**src/rtl/imhq_pkg.sv**
```systemverilog
// Package with shared types, codes and constants of the indexed min-heap queue.
package imhq_pkg;

   localparam int CAPACITY_DEFAULT = 1024;
   localparam int KEY_BITS_DEFAULT = 32;
   localparam int VERTEX_BITS = 10;
   localparam int VERTEX_SLOTS = 1 << VERTEX_BITS;
   localparam int FIELD_KEY_BITS = 32;
   localparam int ENTRIES_BITS = 11;
   localparam int CMD_DEPTH = 2;

   typedef enum logic [1:0] {
      ACT_INSERT   = 2'd0,
      ACT_EXTRACT  = 2'd1,
      ACT_DECREASE = 2'd2,
      ACT_PEEK     = 2'd3
   } action_type;

   typedef enum logic [1:0] {
      ST_OK    = 2'd0,
      ST_FULL  = 2'd1,
      ST_EMPTY = 2'd2
   } status_type;

   typedef struct packed {
      action_type               action;
      logic [VERTEX_BITS-1:0]   vertex;
      logic [FIELD_KEY_BITS-1:0] key_value;
   } req_type;

   typedef struct packed {
      logic [VERTEX_BITS-1:0]    out_vertex;
      logic [FIELD_KEY_BITS-1:0] out_key;
      status_type                status;
      logic [ENTRIES_BITS-1:0]   entries;
   } rsp_type;

endpackage

```
**src/rtl/imhq_front.sv**
```systemverilog
// Front end: accepts request beats into a short command queue.
module imhq_front #(
   parameter int DEPTH = imhq_pkg::CMD_DEPTH
) (
   input  logic             clock,
   input  logic             reset,
   input  logic             push,
   output logic             full,
   input  imhq_pkg::req_type req_data,
   output logic             cmd_valid,
   input  logic             cmd_take,
   output imhq_pkg::req_type cmd_data
);
   localparam int AW = (DEPTH > 1) ? $clog2(DEPTH) : 1;

   imhq_pkg::req_type slots_ff [DEPTH];
   logic [AW-1:0] wr_ff, wr_in, rd_ff, rd_in;
   logic [AW:0]   cnt_ff, cnt_in;
   logic do_push, do_pop;

   assign full      = (cnt_ff == (AW+1)'(DEPTH));
   assign cmd_valid = (cnt_ff != '0);
   assign cmd_data  = slots_ff[rd_ff];
   assign do_push   = push && !full;
   assign do_pop    = cmd_take && cmd_valid;

   always_comb begin
      wr_in  = do_push ? ((wr_ff == AW'(DEPTH-1)) ? '0 : wr_ff + 1'b1) : wr_ff;
      rd_in  = do_pop ? ((rd_ff == AW'(DEPTH-1)) ? '0 : rd_ff + 1'b1) : rd_ff;
      cnt_in = cnt_ff + (AW+1)'(do_push) - (AW+1)'(do_pop);
   end

   always_ff @(posedge clock) begin
      if (reset) begin
         wr_ff  <= '0;
         rd_ff  <= '0;
         cnt_ff <= '0;
      end else begin
         wr_ff  <= wr_in;
         rd_ff  <= rd_in;
         cnt_ff <= cnt_in;
      end
      if (do_push) slots_ff[wr_ff] <= req_data;
   end

   a_count_bound: assert property (@(posedge clock) disable iff (reset)
      cnt_ff <= (AW+1)'(DEPTH)) else $error("command queue overflow");
   a_push_count: assert property (@(posedge clock) disable iff (reset)
      do_push && !do_pop |=> cnt_ff == $past(cnt_ff) + 1'b1)
      else $error("command queue count lost a push");
   a_pop_count: assert property (@(posedge clock) disable iff (reset)
      do_pop && !do_push |=> cnt_ff == $past(cnt_ff) - 1'b1)
      else $error("command queue count lost a pop");
endmodule

```
**config.mk**
```make
export PLATFORM = sky130hd
export DESIGN_NAME = imhq_front
export DESIGN_NICKNAME = d
export VERILOG_FILES = /design/src/rtl/imhq_pkg.sv /design/src/rtl/imhq_front.sv
export SDC_FILE = /design/constraint.sdc
export NUM_CORES = 1
export LEC_CHECK = 0
export BUFFER_PORTS_ARGS = -buffer_cell sky130_fd_sc_hd__buf_2
export CAP_MARGIN = 40
export CORE_AREA = 2 2 85 87
export CTS_CLUSTER_DIAMETER = 40
export DETAILED_ROUTE_END_ITERATION = 8
export DIE_AREA = 0 0 87 89
export PLACE_DENSITY = 0.77
export SLEW_MARGIN = 20
export SYNTH_ARGS = -nofsm -noshare
export SYNTH_HDL_FRONTEND = slang
export SYNTH_SLANG_ARGS = --single-unit
```
**constraint.sdc**
```tcl
create_clock -name clock -period 3.22 [get_ports clock]
set_input_delay 0.966 -clock clock [delete_from_list [all_inputs] [get_ports clock]]
set_output_delay 0.966 -clock clock [all_outputs]
set_load 0.02 [all_outputs]
```
==> impl_metrics.toml <==
[global_route]
grt_pass1_vias = 1798
grt_max_degree = 25
grtUsageTotal = 0.1459
grt_first_pass_wirelength_mm = 8.231
overflow = 0
antenna_found_initial = 0

[die]
initial_core_util = 0.5074
design.core.area_um2 = 6719
die_h_um = 89
ios = 94
rows = 30
die_w_um = 87
dieArea_um2 = 7743

[finish]
final_area_um2 = 4193
final_layout_size_suffix_gt1_frac = 0.5904
final_common_cell = "buf_2"
nets = 316
synthToLayoutAreaGrowth_pct = 22.97
num_antenna_cells = 0
postLayoutCoreUtil = 0.6240
stdcell_count = 351
final_cell_mix = "buf_2 (93), edfxtp_1 (88), mux2_2 (44)"

[sta]
worst_pin_slew_ns = 0.5537
slew_headroom = 0.6309
max_freq_mhz = 360.0
final.setup.worst_slack_ns = 0.4423
whs_ns = 0.4970
slew_violations = 0
period_needed_ns = 2.778
setup_tns_ns = 0
grt_setup_unrepaired = "false"
hold_viol_final = 0
clock_skew_ns = 0.009680
period_share = 0.8626
setup_viol = 0

[yosys]
yosys_warnings = 0
avgSynthCellArea_um2 = 20.79
synth_area_um2 = 3410
ys_seq_area_frac = 0.8044
synth.distinct_cells = 22
synth_seq_cells = 93
synth_cells = 164
synth_nets = 214

[route]
drtAntennaViolNets = 0
post_drt_wl_per_cell_um = 15.77
num_vias = 1748
vias_per_cell = 4.980
wl_mm = 5.535
drc = 0
initialDrtViolationCount = 70
first_pass_iters = 4

[clocking]
post_cts_buffers = 0
cts.clk_slew.worst_paths_ns = 0.08
clk_latency_ns = 0.35
cts_root_buf = "clkbuf_8"
cts_hold_buffers = 0
numCtsBuffers = 9
clock_path_buffers = 2
cts-resized-gates = 0
ctsHtreeMaxLevel = 3
clock_sinks = 93
cts_tree = "yes"

[placement]
place_inst = 335
gp_congestion = 0.6867
io_buffers = 93
dp_slack_ns = 0.7700
postPlaceCellArea_um2 = 4001
hpwl_mm = 3.707

[power_and_ir_drop]
p_total_mw = 3.385
power.leakage_nw = 1.595
ir_worst_vdd_v = 0.0005696
power_density_nw_per_um2 = 807.3

[flow_run]
cap_violations = 0

[critical_path]
crit_path_end_kind = "output pin"
path_max_fanout = 23
r2r_cells = 5
cp_data_arrival_time_ns = 1.81
reg2reg_slack_ns = 1.38
cp-endpoint = "cmd_data[0]"
required_ns = 2.25
start_kind = "flip-flop"
rr_startpoint = "cnt_ff[0]"
r2r_end = "slots_ff[0][38]"
path_class = "reg -> out"

[hold_path]
hp-class = "reg -> reg"

[status]
status = "complete, no violations"
state kept, by name (all words and copies together), names as in the netlist, named ones only:
signal,cells
wr_ff,1
rd_ff,1
cnt_ff,2
slots_ff,88
power by group:
part / internal (mW) / leakage, nW / switching [mW]
Combinational: 0.440 / 0.637 / 0.585
Sequential: 1.54 / 0.864 / 0.0859
Clock: 0.358 / 0.0939 / 0.375
Total: 2.34 / 1.59 / 1.05
area by class of cell:
| cell class | count | area (um2) |
|---|---|---|
| Tap cell | 80 | 100.1 |
| Inverter | 4 | 15.01 |
| Clock inverter | 6 | 63.81 |
| Multi-Input combinational cell | 62 | 616.8 |
| Sequential cell | 93 | 2744 |
| Clock buffer | 10 | 127.6 |
| Timing Repair Buffer | 96 | 525.5 |
| Fill cell | 503 | 2526 |
kinds of logic (layout without fill, tap and decap cells):
| logic type | count (synthesis) | count (layout) | synth area share |
|---|---|---|---|
| AOI/OAI and AO/OA | 3 | 3 | 0.005136 |
| xor gates and xnor gates | 2 | 2 | 0.005139 |
| adders and majority gates | 2 | 2 | 0.007338 |
| buffers and inverters | 9 | 116 | 0.01468 |
| DFF | 93 | 93 | 0.8044 |
| muxes | 44 | 44 | 0.1453 |
| and+or+nand+nor | 11 | 11 | 0.01798 |
worst min-delay path by stage:
stage | startpoint | endpoint | slack, ns | cells past startpoint
2_1_floorplan | wr_ff | wr_ff | 0.45 | 2
3_3_place_gp | wr_ff | wr_ff | 0.48 | 2
3_5_place_dp | wr_ff | wr_ff | 0.49 | 2
4_1_cts | wr_ff | wr_ff | 0.50 | 2
5_1_grt | wr_ff | wr_ff | 0.53 | 2
6_report | wr_ff | wr_ff | 0.50 | 2
critical path: stages, from the launching register on:
cell and delay [ns]:
dfxtp_2 0.68, buf_12 0.25, mux2_2 0.35, buf_2 0.16
cell usage after synthesis, drive strengths merged:
| master | n | area (um2) |
|---|---|---|
| edfxtp | 88 | 2643 |
| mux2 | 44 | 495.5 |
| buf | 5 | 35.03 |
| dfxtp | 5 | 100.1 |
| inv | 4 | 15.01 |
| nor2 | 3 | 11.26 |
| ha | 2 | 25.02 |
| a21oi | 1 | 5.000 |
| and2 | 1 | 6.260 |
| and3 | 1 | 7.510 |
| nand2 | 1 | 3.750 |
| nand2b | 1 | 8.760 |
| nor2b | 1 | 6.260 |
| nor3 | 1 | 5.000 |
| o21a | 1 | 7.510 |
| o21ai | 1 | 5.000 |
| or2 | 1 | 6.260 |
| or3 | 1 | 6.260 |
| xnor2 | 1 | 8.760 |
| xor2 | 1 | 8.760 |
per-layer routing:
metal  GRT usage  up-vias  wire [um]
met5           0        -          0
met4     0.06818        0         93
met3     0.05540        8        418
met2      0.2422       74       2750
met1      0.1686      830       2274
li1            -      836          -
No activity file was read; power rests on OpenSTA's default activity.
